<file path="src/hw/rtl/wpvs_pkg.sv">
package wpvs_pkg;

   localparam logic [31:0] RIFF_ID = 32'h5249_4646;
   localparam logic [31:0] WAVE_ID = 32'h5741_5645;
   localparam logic [31:0] FMT_ID  = 32'h666D_7420;
   localparam logic [31:0] DATA_ID = 32'h6461_7461;

   localparam logic [15:0] VOL_PASS_LIMIT = 16'd32440;
   localparam logic [15:0] VOL_RESET      = 16'd32768;
   localparam logic [15:0] PCM_FORMAT     = 16'd1;
   localparam logic [31:0] FMT_MIN_SIZE   = 32'd16;

   // One result run: up to four bytes, lowest byte first.
   typedef struct packed {
      logic [31:0] bytes;
      logic [2:0]  count;
      logic        file_end;
   } run_word_type;

endpackage

</file>
<file path="src/hw/rtl/wav_pcm_volume_scaler.sv">
// WAV volume scaler.
// The req channel carries the file one byte per word together with the file
// length, which is sampled with the first byte of each file. The block checks
// the RIFF/WAVE header, walks the chunks and scales the PCM samples of the data
// chunk by csr_wr_data / 32768 when the format is plain PCM of 8, 16, 24 or 32
// bits. Every other byte is passed unchanged.
// The rsp channel gives one byte per word. tlast marks the last byte caused by
// one req word; tuser marks the final byte of the file. Bytes of a wide sample
// are held and leave together once the sample is complete.
// An accepted req word passes through the parse register and the multiplier
// register, then the run queue. One req word is accepted per cycle while
// req_tready is high; the rsp side drains one byte per cycle while
// rsp_tready is high.
// When rsp_tready is low, completed runs collect in a queue of FifoDepth runs;
// req_tready falls once the queue and the two pipeline stages could fill it.
// Reset clears the parser to the start of a file, empties the queue and sets
// the gain to unity. The gain register may be written only while idle.
module wav_pcm_volume_scaler
   import wpvs_pkg::*;
#(
   parameter int FifoDepth = 8
) (
   input  logic        clock,
   input  logic        reset,
   input  logic        req_tvalid,
   output logic        req_tready,
   input  logic [39:0] req_tdata,  // [7:0] data_byte, [39:8] file_length
   output logic        rsp_tvalid,
   input  logic        rsp_tready,
   output logic [7:0]  rsp_tdata,  // [7:0] out_byte
   output logic        rsp_tlast,
   output logic        rsp_tuser,  // [0] file_end
   input  logic        csr_wr_en,
   input  logic [15:0] csr_wr_data
);

   localparam int PtrW = (FifoDepth > 1) ? $clog2(FifoDepth) : 1;
   localparam int CntW = $clog2(FifoDepth + 1);

   typedef enum logic [2:0] {
      PH_RIFF = 3'd0,
      PH_HDR  = 3'd1,
      PH_SKIP = 3'd2,
      PH_FMT  = 3'd3,
      PH_DATA = 3'd4,
      PH_PASS = 3'd5
   } phase_type;

   logic [15:0] vol_ff;

   phase_type   phase_ff, phase_in;
   logic [31:0] pos_ff, pos_in;
   logic [31:0] len_ff, len_in;
   logic [63:0] hw_ff, hw_in;
   logic [32:0] cend_ff, cend_in;
   logic        fmt_seen_ff, fmt_seen_in;
   logic [15:0] fmt_code_ff, fmt_code_in;
   logic [15:0] sbw_ff, sbw_in;
   logic [23:0] hold_ff, hold_in;
   logic [1:0]  held_ff, held_in;

   logic        accept;
   logic [7:0]  b;
   logic [31:0] flen;
   logic [31:0] len_eff;
   logic        is_end;
   logic [32:0] pos1;
   logic [63:0] hw_shift;
   logic [31:0] hw_lo;
   logic [31:0] chunk_size;
   logic [33:0] chunk_stop;
   logic [33:0] chunk_next;
   logic [33:0] fmt_off;
   logic [2:0]  w_raw;
   logic [2:0]  w_dec;
   logic [32:0] data_left;
   logic [31:0] raw;
   logic        width_ok;

   logic [31:0]        res_bytes;
   logic [2:0]         res_cnt;
   logic               res_scale;
   logic signed [31:0] res_x;

   logic               s1_valid_ff;
   logic [31:0]        s1_bytes_ff;
   logic [2:0]         s1_cnt_ff;
   logic               s1_end_ff;
   logic               s1_scale_ff;
   logic [2:0]         s1_w_ff;
   logic signed [31:0] s1_x_ff;

   logic               s2_valid_ff;
   logic [31:0]        s2_bytes_ff;
   logic [2:0]         s2_cnt_ff;
   logic               s2_end_ff;
   logic               s2_scale_ff;
   logic [2:0]         s2_w_ff;
   logic signed [48:0] s2_prod_ff;
   logic signed [48:0] s2_prod_in;

   logic signed [48:0] prod_bias;
   logic signed [33:0] q_floor;
   logic signed [33:0] q_trunc;
   logic signed [33:0] q_off;
   logic [31:0]        scaled;

   run_word_type       fifo_mem [FifoDepth];
   run_word_type       push_word;
   run_word_type       head;
   logic [PtrW-1:0]    wr_ptr_ff, rd_ptr_ff;
   logic [CntW-1:0]    cnt_ff;
   logic [1:0]         sel_ff;
   logic               push;
   logic               pop;
   logic               rsp_acc;
   logic [CntW:0]      credit_used;

   assign accept = req_tvalid && req_tready;
   assign b      = req_tdata[7:0];
   assign flen   = req_tdata[39:8];

   always_ff @(posedge clock) begin
      if (reset) begin
         vol_ff <= VOL_RESET;
      end else if (csr_wr_en) begin
         vol_ff <= csr_wr_data;
      end
   end

   // Parser: all per-byte decisions are taken from the current state and the
   // incoming word.
   always_comb begin
      if (pos_ff == 32'd0) begin
         len_eff = (flen == 32'd0) ? 32'd1 : flen;
      end else begin
         len_eff = len_ff;
      end
      is_end     = (pos_ff == len_eff - 32'd1);
      pos1       = {1'b0, pos_ff} + 33'd1;
      hw_shift   = {hw_ff[55:0], b};
      hw_lo      = hw_shift[31:0];
      chunk_size = {hw_lo[7:0], hw_lo[15:8], hw_lo[23:16], hw_lo[31:24]};
      chunk_stop = {1'b0, pos1} + {2'b00, chunk_size};
      chunk_next = chunk_stop + {33'd0, chunk_stop[0]};
      fmt_off    = {2'b00, pos_ff} + 34'd16 - {1'b0, cend_ff};
      w_raw      = sbw_ff[5:3];
      w_dec      = (w_raw == 3'd0 || w_raw > 3'd4) ? 3'd1 : w_raw;
      data_left  = cend_ff - {1'b0, pos_ff};
      width_ok   = (sbw_ff == 16'd8) || (sbw_ff == 16'd16) ||
                   (sbw_ff == 16'd24) || (sbw_ff == 16'd32);
      raw        = {8'd0, hold_ff} | ({24'd0, b} << {w_dec - 3'd1, 3'b000});

      phase_in    = phase_ff;
      len_in      = len_eff;
      hw_in       = hw_ff;
      cend_in     = cend_ff;
      fmt_seen_in = fmt_seen_ff;
      fmt_code_in = fmt_code_ff;
      sbw_in      = sbw_ff;
      hold_in     = hold_ff;
      held_in     = held_ff;
      res_bytes   = {24'd0, b};
      res_cnt     = 3'd1;
      res_scale   = 1'b0;

      unique case (w_dec)
         3'd1:    res_x = 32'(signed'({1'b0, b}) - 9'sd128);
         3'd2:    res_x = 32'(signed'(raw[15:0]));
         3'd3:    res_x = 32'(signed'(raw[23:0]));
         default: res_x = signed'(raw);
      endcase

      unique case (phase_ff)
         PH_RIFF: begin
            hw_in = hw_shift;
            if (pos_ff == 32'd3 && hw_lo != RIFF_ID) begin
               phase_in = PH_PASS;
            end
            if (pos_ff == 32'd11) begin
               if (hw_lo != WAVE_ID) begin
                  phase_in = PH_PASS;
               end else begin
                  phase_in = PH_HDR;
                  cend_in  = 33'd12;
               end
            end
         end
         PH_HDR: begin
            hw_in = hw_shift;
            if ({1'b0, pos1} == {1'b0, cend_ff} + 34'd8) begin
               if (chunk_stop > {2'b00, len_eff}) begin
                  phase_in = PH_PASS;
               end else if (hw_shift[63:32] == FMT_ID && chunk_size >= FMT_MIN_SIZE) begin
                  fmt_seen_in = 1'b1;
                  hw_in       = {30'd0, chunk_next};
                  cend_in     = pos1 + 33'd16;
                  phase_in    = PH_FMT;
               end else if (hw_shift[63:32] == DATA_ID) begin
                  if (fmt_seen_ff && fmt_code_ff == PCM_FORMAT && chunk_size != 32'd0 &&
                      width_ok && vol_ff < VOL_PASS_LIMIT) begin
                     cend_in  = chunk_stop[32:0];
                     held_in  = 2'd0;
                     hold_in  = 24'd0;
                     phase_in = PH_DATA;
                  end else begin
                     phase_in = PH_PASS;
                  end
               end else begin
                  cend_in  = chunk_next[32:0];
                  phase_in = (chunk_next[32:0] == pos1) ? PH_HDR : PH_SKIP;
               end
            end
         end
         PH_SKIP: begin
            if (pos1 >= cend_ff) begin
               phase_in = PH_HDR;
            end
         end
         PH_FMT: begin
            if (fmt_off == 34'd0) begin
               fmt_code_in = {8'd0, b};
            end else if (fmt_off == 34'd1) begin
               fmt_code_in = {b, fmt_code_ff[7:0]};
            end else if (fmt_off == 34'd14) begin
               sbw_in = {8'd0, b};
            end else if (fmt_off == 34'd15) begin
               sbw_in   = {b, sbw_ff[7:0]};
               cend_in  = hw_ff[32:0];
               phase_in = (hw_ff[32:0] == pos1) ? PH_HDR : PH_SKIP;
            end
         end
         PH_DATA: begin
            if (held_ff == 2'd0 && data_left < {30'd0, w_dec}) begin
               res_cnt = 3'd1;
            end else if ({1'b0, held_ff} + 3'd1 < w_dec) begin
               unique case (held_ff)
                  2'd0:    hold_in = {hold_ff[23:8], b};
                  2'd1:    hold_in = {hold_ff[23:16], b, hold_ff[7:0]};
                  default: hold_in = {b, hold_ff[15:0]};
               endcase
               held_in = held_ff + 2'd1;
               res_cnt = 3'd0;
            end else begin
               res_bytes = raw;
               res_cnt   = w_dec;
               res_scale = (vol_ff < VOL_PASS_LIMIT);
               held_in   = 2'd0;
               hold_in   = 24'd0;
            end
            if (pos1 >= cend_ff) begin
               phase_in = PH_PASS;
            end
         end
         default: begin
         end
      endcase

      pos_in = pos1[31:0];
      if (is_end) begin
         pos_in      = 32'd0;
         phase_in    = PH_RIFF;
         hw_in       = 64'd0;
         cend_in     = 33'd0;
         fmt_seen_in = 1'b0;
         fmt_code_in = 16'd0;
         sbw_in      = 16'd0;
         hold_in     = 24'd0;
         held_in     = 2'd0;
      end
   end

   always_ff @(posedge clock) begin
      if (reset) begin
         phase_ff    <= PH_RIFF;
         pos_ff      <= 32'd0;
         len_ff      <= 32'd0;
         hw_ff       <= 64'd0;
         cend_ff     <= 33'd0;
         fmt_seen_ff <= 1'b0;
         fmt_code_ff <= 16'd0;
         sbw_ff      <= 16'd0;
         hold_ff     <= 24'd0;
         held_ff     <= 2'd0;
      end else if (accept) begin
         phase_ff    <= phase_in;
         pos_ff      <= pos_in;
         len_ff      <= len_in;
         hw_ff       <= hw_in;
         cend_ff     <= cend_in;
         fmt_seen_ff <= fmt_seen_in;
         fmt_code_ff <= fmt_code_in;
         sbw_ff      <= sbw_in;
         hold_ff     <= hold_in;
         held_ff     <= held_in;
      end
   end

   // Parse register.
   always_ff @(posedge clock) begin
      if (reset) begin
         s1_valid_ff <= 1'b0;
      end else begin
         s1_valid_ff <= accept;
      end
   end

   always_ff @(posedge clock) begin
      s1_bytes_ff <= res_bytes;
      s1_cnt_ff   <= res_cnt;
      s1_end_ff   <= is_end;
      s1_scale_ff <= res_scale;
      s1_w_ff     <= w_dec;
      s1_x_ff     <= res_x;
   end

   // Multiplier register.
   assign s2_prod_in = s1_x_ff * signed'({1'b0, vol_ff});

   always_ff @(posedge clock) begin
      if (reset) begin
         s2_valid_ff <= 1'b0;
      end else begin
         s2_valid_ff <= s1_valid_ff;
      end
   end

   always_ff @(posedge clock) begin
      s2_bytes_ff <= s1_bytes_ff;
      s2_cnt_ff   <= s1_cnt_ff;
      s2_end_ff   <= s1_end_ff;
      s2_scale_ff <= s1_scale_ff;
      s2_w_ff     <= s1_w_ff;
      s2_prod_ff  <= s2_prod_in;
   end

   // 8-bit samples floor, wider samples truncate toward zero; all saturate.
   always_comb begin
      prod_bias = s2_prod_ff + (s2_prod_ff[48] ? 49'sd32767 : 49'sd0);
      q_floor   = s2_prod_ff[48:15];
      q_trunc   = prod_bias[48:15];
      q_off     = q_floor + 34'sd128;
      unique case (s2_w_ff)
         3'd1: begin
            if (q_off < 34'sd0) begin
               scaled = 32'd0;
            end else if (q_off > 34'sd255) begin
               scaled = 32'd255;
            end else begin
               scaled = {24'd0, q_off[7:0]};
            end
         end
         3'd2: begin
            if (q_trunc < -34'sd32768) begin
               scaled = 32'h0000_8000;
            end else if (q_trunc > 34'sd32767) begin
               scaled = 32'h0000_7FFF;
            end else begin
               scaled = {16'd0, q_trunc[15:0]};
            end
         end
         3'd3: begin
            if (q_trunc < -34'sd8388608) begin
               scaled = 32'h0080_0000;
            end else if (q_trunc > 34'sd8388607) begin
               scaled = 32'h007F_FFFF;
            end else begin
               scaled = {8'd0, q_trunc[23:0]};
            end
         end
         default: begin
            if (q_trunc < -34'sd2147483648) begin
               scaled = 32'h8000_0000;
            end else if (q_trunc > 34'sd2147483647) begin
               scaled = 32'h7FFF_FFFF;
            end else begin
               scaled = q_trunc[31:0];
            end
         end
      endcase
   end

   // Run queue and byte serialiser.
   assign push           = s2_valid_ff && (s2_cnt_ff != 3'd0);
   assign push_word      = '{bytes:    (s2_scale_ff ? scaled : s2_bytes_ff),
                             count:    s2_cnt_ff,
                             file_end: s2_end_ff};
   assign head           = fifo_mem[rd_ptr_ff];
   assign rsp_tvalid     = (cnt_ff != '0);
   assign rsp_acc        = rsp_tvalid && rsp_tready;
   assign rsp_tlast      = ({1'b0, sel_ff} == head.count - 3'd1);
   assign rsp_tuser      = rsp_tlast && head.file_end;
   assign pop            = rsp_acc && rsp_tlast;
   assign credit_used    = {1'b0, cnt_ff} + {{CntW{1'b0}}, s1_valid_ff} +
                           {{CntW{1'b0}}, s2_valid_ff};
   assign req_tready     = (credit_used < (CntW + 1)'(FifoDepth));

   always_comb begin
      unique case (sel_ff)
         2'd0:    rsp_tdata = head.bytes[7:0];
         2'd1:    rsp_tdata = head.bytes[15:8];
         2'd2:    rsp_tdata = head.bytes[23:16];
         default: rsp_tdata = head.bytes[31:24];
      endcase
   end

   always_ff @(posedge clock) begin
      if (push) begin
         fifo_mem[wr_ptr_ff] <= push_word;
      end
   end

   always_ff @(posedge clock) begin
      if (reset) begin
         wr_ptr_ff <= '0;
         rd_ptr_ff <= '0;
         cnt_ff    <= '0;
         sel_ff    <= 2'd0;
      end else begin
         if (push) begin
            wr_ptr_ff <= (wr_ptr_ff == PtrW'(FifoDepth - 1)) ? '0 : wr_ptr_ff + 1'b1;
         end
         if (pop) begin
            rd_ptr_ff <= (rd_ptr_ff == PtrW'(FifoDepth - 1)) ? '0 : rd_ptr_ff + 1'b1;
            sel_ff    <= 2'd0;
         end else if (rsp_acc) begin
            sel_ff <= sel_ff + 2'd1;
         end
         cnt_ff <= cnt_ff + CntW'(push) - CntW'(pop);
      end
   end

   a_queue_bound: assert property (@(posedge clock) disable iff (reset)
      cnt_ff <= CntW'(FifoDepth))
      else $error("run queue count beyond its depth");

   a_no_push_full: assert property (@(posedge clock) disable iff (reset)
      push |-> (cnt_ff != CntW'(FifoDepth)) || pop)
      else $error("run pushed into a full queue");

   a_head_nonempty: assert property (@(posedge clock) disable iff (reset)
      rsp_tvalid |-> (head.count != 3'd0) && ({1'b0, sel_ff} < head.count))
      else $error("serialiser beyond the run length");

   a_held_below_width: assert property (@(posedge clock) disable iff (reset)
      (phase_ff == PH_DATA) |-> ({1'b0, held_ff} < w_dec))
      else $error("held byte count reached the sample width");

   a_file_restart: assert property (@(posedge clock) disable iff (reset)
      (accept && is_end) |=> (pos_ff == 32'd0) && (phase_ff == PH_RIFF))
      else $error("parser did not restart after the last byte of a file");

endmodule
</file>
<file path="config.mk">
export PLATFORM = sky130hd
export DESIGN_NAME = wav_pcm_volume_scaler
export DESIGN_NICKNAME = d
export VERILOG_FILES = /design/src/hw/rtl/wpvs_pkg.sv /design/src/hw/rtl/wav_pcm_volume_scaler.sv
export SDC_FILE = /design/constraint.sdc
export NUM_CORES = 2
export LEC_CHECK = 0
export BUFFER_PORTS_ARGS = -buffer_cell sky130_fd_sc_hd__buf_2
export CAP_MARGIN = 20
export CORE_ASPECT_RATIO = 0.9
export CORE_MARGIN = 2
export CORE_UTILIZATION = 60
export CTS_BUF_LIST = sky130_fd_sc_hd__clkbuf_8
export DETAILED_ROUTE_END_ITERATION = 8
export PLACE_DENSITY = 0.76
export SETUP_SLACK_MARGIN = 0.15
export SLEW_MARGIN = 20
export SYNTH_ARGS = -nofsm -noshare
export SYNTH_HDL_FRONTEND = slang
export SYNTH_SLANG_ARGS = --single-unit
</file>
<file path="constraint.sdc">
create_clock -name clock -period 16.3 [get_ports clock]
set_input_delay 4.075 -clock clock [delete_from_list [all_inputs] [get_ports clock]]
set_output_delay 4.075 -clock clock [all_outputs]
set_load 0.05 [all_outputs]
</file>
==> metrics <==
outcome=completed; warnings from Yosys=0; worst-case clock buffer depth=3; Synth cell types=125; Setup Fix Bufs, Post-CTS=0; EDFF count, synth=288; CTS buffer count=111; Int Power=0.00426 W; boundary pin count=73; Adder-Cell Fraction of Synth Area=23.6%; hold_buf cts=0; first-pass GRT wire length=294000 um; CP max FO=31; fin util=64.6%; hold_sp=s1_bytes_ff[9]$_SDFF_PP0_; CP Class=reg -> reg; Nets=7498; worst path arrival time=10730 ps; final WL=191000 um; commonest non-fill, non-tap cell in the layout=inv_1; layout cells sized above 1=8.81%; Setup TNS=0 ps; Final Max Tran Viols=0; Die ar.=106000 sq um; Largest stage delay, worst path=920 ps; Logic pwr share=48.6%; worst skew pair latency=840 ps; DR iter-0 viols=6511; row count=111; Net Sw Frac=42.4%; CP startpoint kind=flip-flop; Root Buffer=clkbuf_8; first drt pass iteration count=6; clk slew on worst S/H paths=60 ps; main combinational cell family by area after synthesis=adder cells; Crit-path slowest cell=dfxtp_1; NetSw=0.00313 W; most frequent cells in the layout=inv_1 (762), nand2_1 (606), fa_1 (493), dfxtp_1 (403), nor2_1 (396); XOR/XNOR share of the synthesized area=5.81%; vias per cell=6.45; Crit. End Element=flip-flop; Die Wd=343 um; Synth Cell Area=61900 sq um; overall global routing resource usage=35.9%; Hold WC Path Type=reg -> reg; # DRC=0; Worst slew margin=20.4%; vias in the first global route=49800; initial antenna violation count=4; clock tree sinks=697; Mean Syn Cell Area=9.36 sq um; prevailing post-synth register cell=dfxtp_1; area grow syn2layout=6.45%; Critical Path Most Common Cell=a21oi_1; fill count=8232; initial core utilization=60.7%; final hold violations=0; Syn Nets=7546; Fmax achieved=99.8 MHz; H-tree depth=3; RSZ-0062 raised after global routing=no; post-synthesis mux area share=5.16%; gr ovfl total=0; CTS tree=yes; post-route minimum period=10020 ps; Reg power frac=29.3%; Max IR drop VDD=140 uV; Core Area=102000 sq um; setup violators final=0; PD cells=112 nW/um^2; Worst Path Required=17010 ps; Wirelength per Cell=23.8 um; clock network fraction of total power=22.1%; Synth Area in Simple Gates=17.3%; period utilization=61.5%; gpl congestion=1.05; crit path from=pos_ff[0]$_SDFFE_PP0P_; skew final=50.6 ps; ys async rst share=0%; dpl hpwl=145000 um; reg-to-reg startpoint=pos_ff[0]$_SDFFE_PP0P_; register area share after synthesis=27.2%; antenna-violating nets left=0; Leak=27.7 nW; Die H=309 um; pin count of the biggest net entering global routing=87; post-cts gate resize count=0; Vias=51700; I/O Buffers=72; MaxCap Viol Count=0; Cells after Synth=6615; Slew @ Worst Pin=1160 ps; Synth Area in Compound Gates=14.2%; Synth Register Bits=697
-- routing by layer --
metal | vias up | routed length [um] | GRT usage [%] | part of all wire [%]
li1 | 23000 | - | - | -
met1 | 25200 | 79900 | 52.1 | 42
met2 | 3019 | 80800 | 52.3 | 42
met3 | 555 | 22100 | 7.79 | 12
met4 | 2 | 8300 | 14.3 | 4.3
met5 | - | 12 | 0 | 0.0063
-- path summary, 6_finish.rpt --
path / end / slack (ps) / cells after the start
min reg2reg: s2_bytes_ff[9]$_DFF_P_ / 320 / 0
max: cend_ff[12]$_SDFFE_PP0P_ / 6280 / 28
max reg2reg: cend_ff[12]$_SDFFE_PP0P_ / 6280 / 28
min: s2_bytes_ff[9]$_DFF_P_ / 320 / 0
-- worst max-delay path, delay by kind of cell, from the launching register on --
family	cells	cell delay [ps]
buffers and inverters	2	630
adder cells (fa/ha/maj)	3	1370
flip-flops	1	920
AO/OA/AOI/OAI	15	3410
AND/OR/NAND/NOR	6	2220
XOR/XNOR	2	1320
-- power groups by stage --
stage	registers [W]	logic (W)	clock network, W
2_1_floorplan	0.00206	0.00269	0
6_report	0.00217	0.00359	0.00164
5_1_grt	0.00217	0.00398	0.00173
3_5_place_dp	0.00219	0.00351	0
3_3_place_gp	0.00219	0.00344	0
4_1_cts	0.00215	0.00354	0.00165
-- sequential cells by signal (all words and copies together) (netlist names), 4 cells and up, named ones only --
signal / count
fifo_mem: 288
pos_ff: 32
vol_ff: 16
cnt_ff: 4
len_ff: 32
cend_ff: 33
s2_prod_ff: 49
s1_bytes_ff: 32
hw_ff: 56
s1_x_ff: 32
s2_bytes_ff: 32
hold_ff: 24
sbw_ff: 16
fmt_code_ff: 16
-- cells by family after synthesis --
family	Yosys count
muxes	225
xor gates and xnor gates	371
and+or+nand+nor	2093
adders and majority gates	870
DFF	697
buffers and inverters	1073
AOI/OAI and AO/OA	1286
-- synthesized netlist by cell type (72+ instances only) --
cell	number	area (sq um)
nand2_1	607	2280
xor2_1	75	657
and2_1	246	1540
nor4_1	80	500
inv_1	734	2760
a21o_1	114	856
o21ai_0	253	1270
clkbuf_1	249	935
nor3_1	137	686
edfxtp_1	288	8650
dfxtp_1	409	8190
nor2_1	403	1510
xnor2_1	270	2360
mux2i_1	121	1210
mux4_2	72	1620
nand3_1	122	611
a211oi_1	93	698
a21oi_1	347	1740
fa_1	493	9870
nand4_1	138	863
ha_1	377	4720
-- layout make-up --
class,instances,area (sq um),share of cell area [%]
antenna,7,17.5,0.0266
clock buffer,127,1750,2.65
clock inverter,79,718,1.09
inverter,743,2790,4.23
multi-input combinational,4845,41000,62.2
sequential,697,16800,25.6
tap,1356,1700,2.57
timing repair buffer,169,1090,1.66
-- per-stage QoR --
| stage | area, sq um | hold slack [ps] | cells | total power [W] | worst slack [ps] |
|---|---|---|---|---|---|
| after global routing | 65900 | 327 | 8018 | 0.00788 | 6090 |
| after detailed placement | 63400 | 312 | 7809 | 0.00570 | 5900 |
| after global placement | 63400 | 312 | 7809 | 0.00562 | 6070 |
| after floorplan | 61900 | 310 | 6615 | 0.00475 | 7750 |
| after CTS | 65900 | 325 | 8015 | 0.00734 | 6710 |
| final | 65900 | 323 | 8023 | 0.00739 | 6280 |
Note: power is estimated with default switching activity, not from simulation.
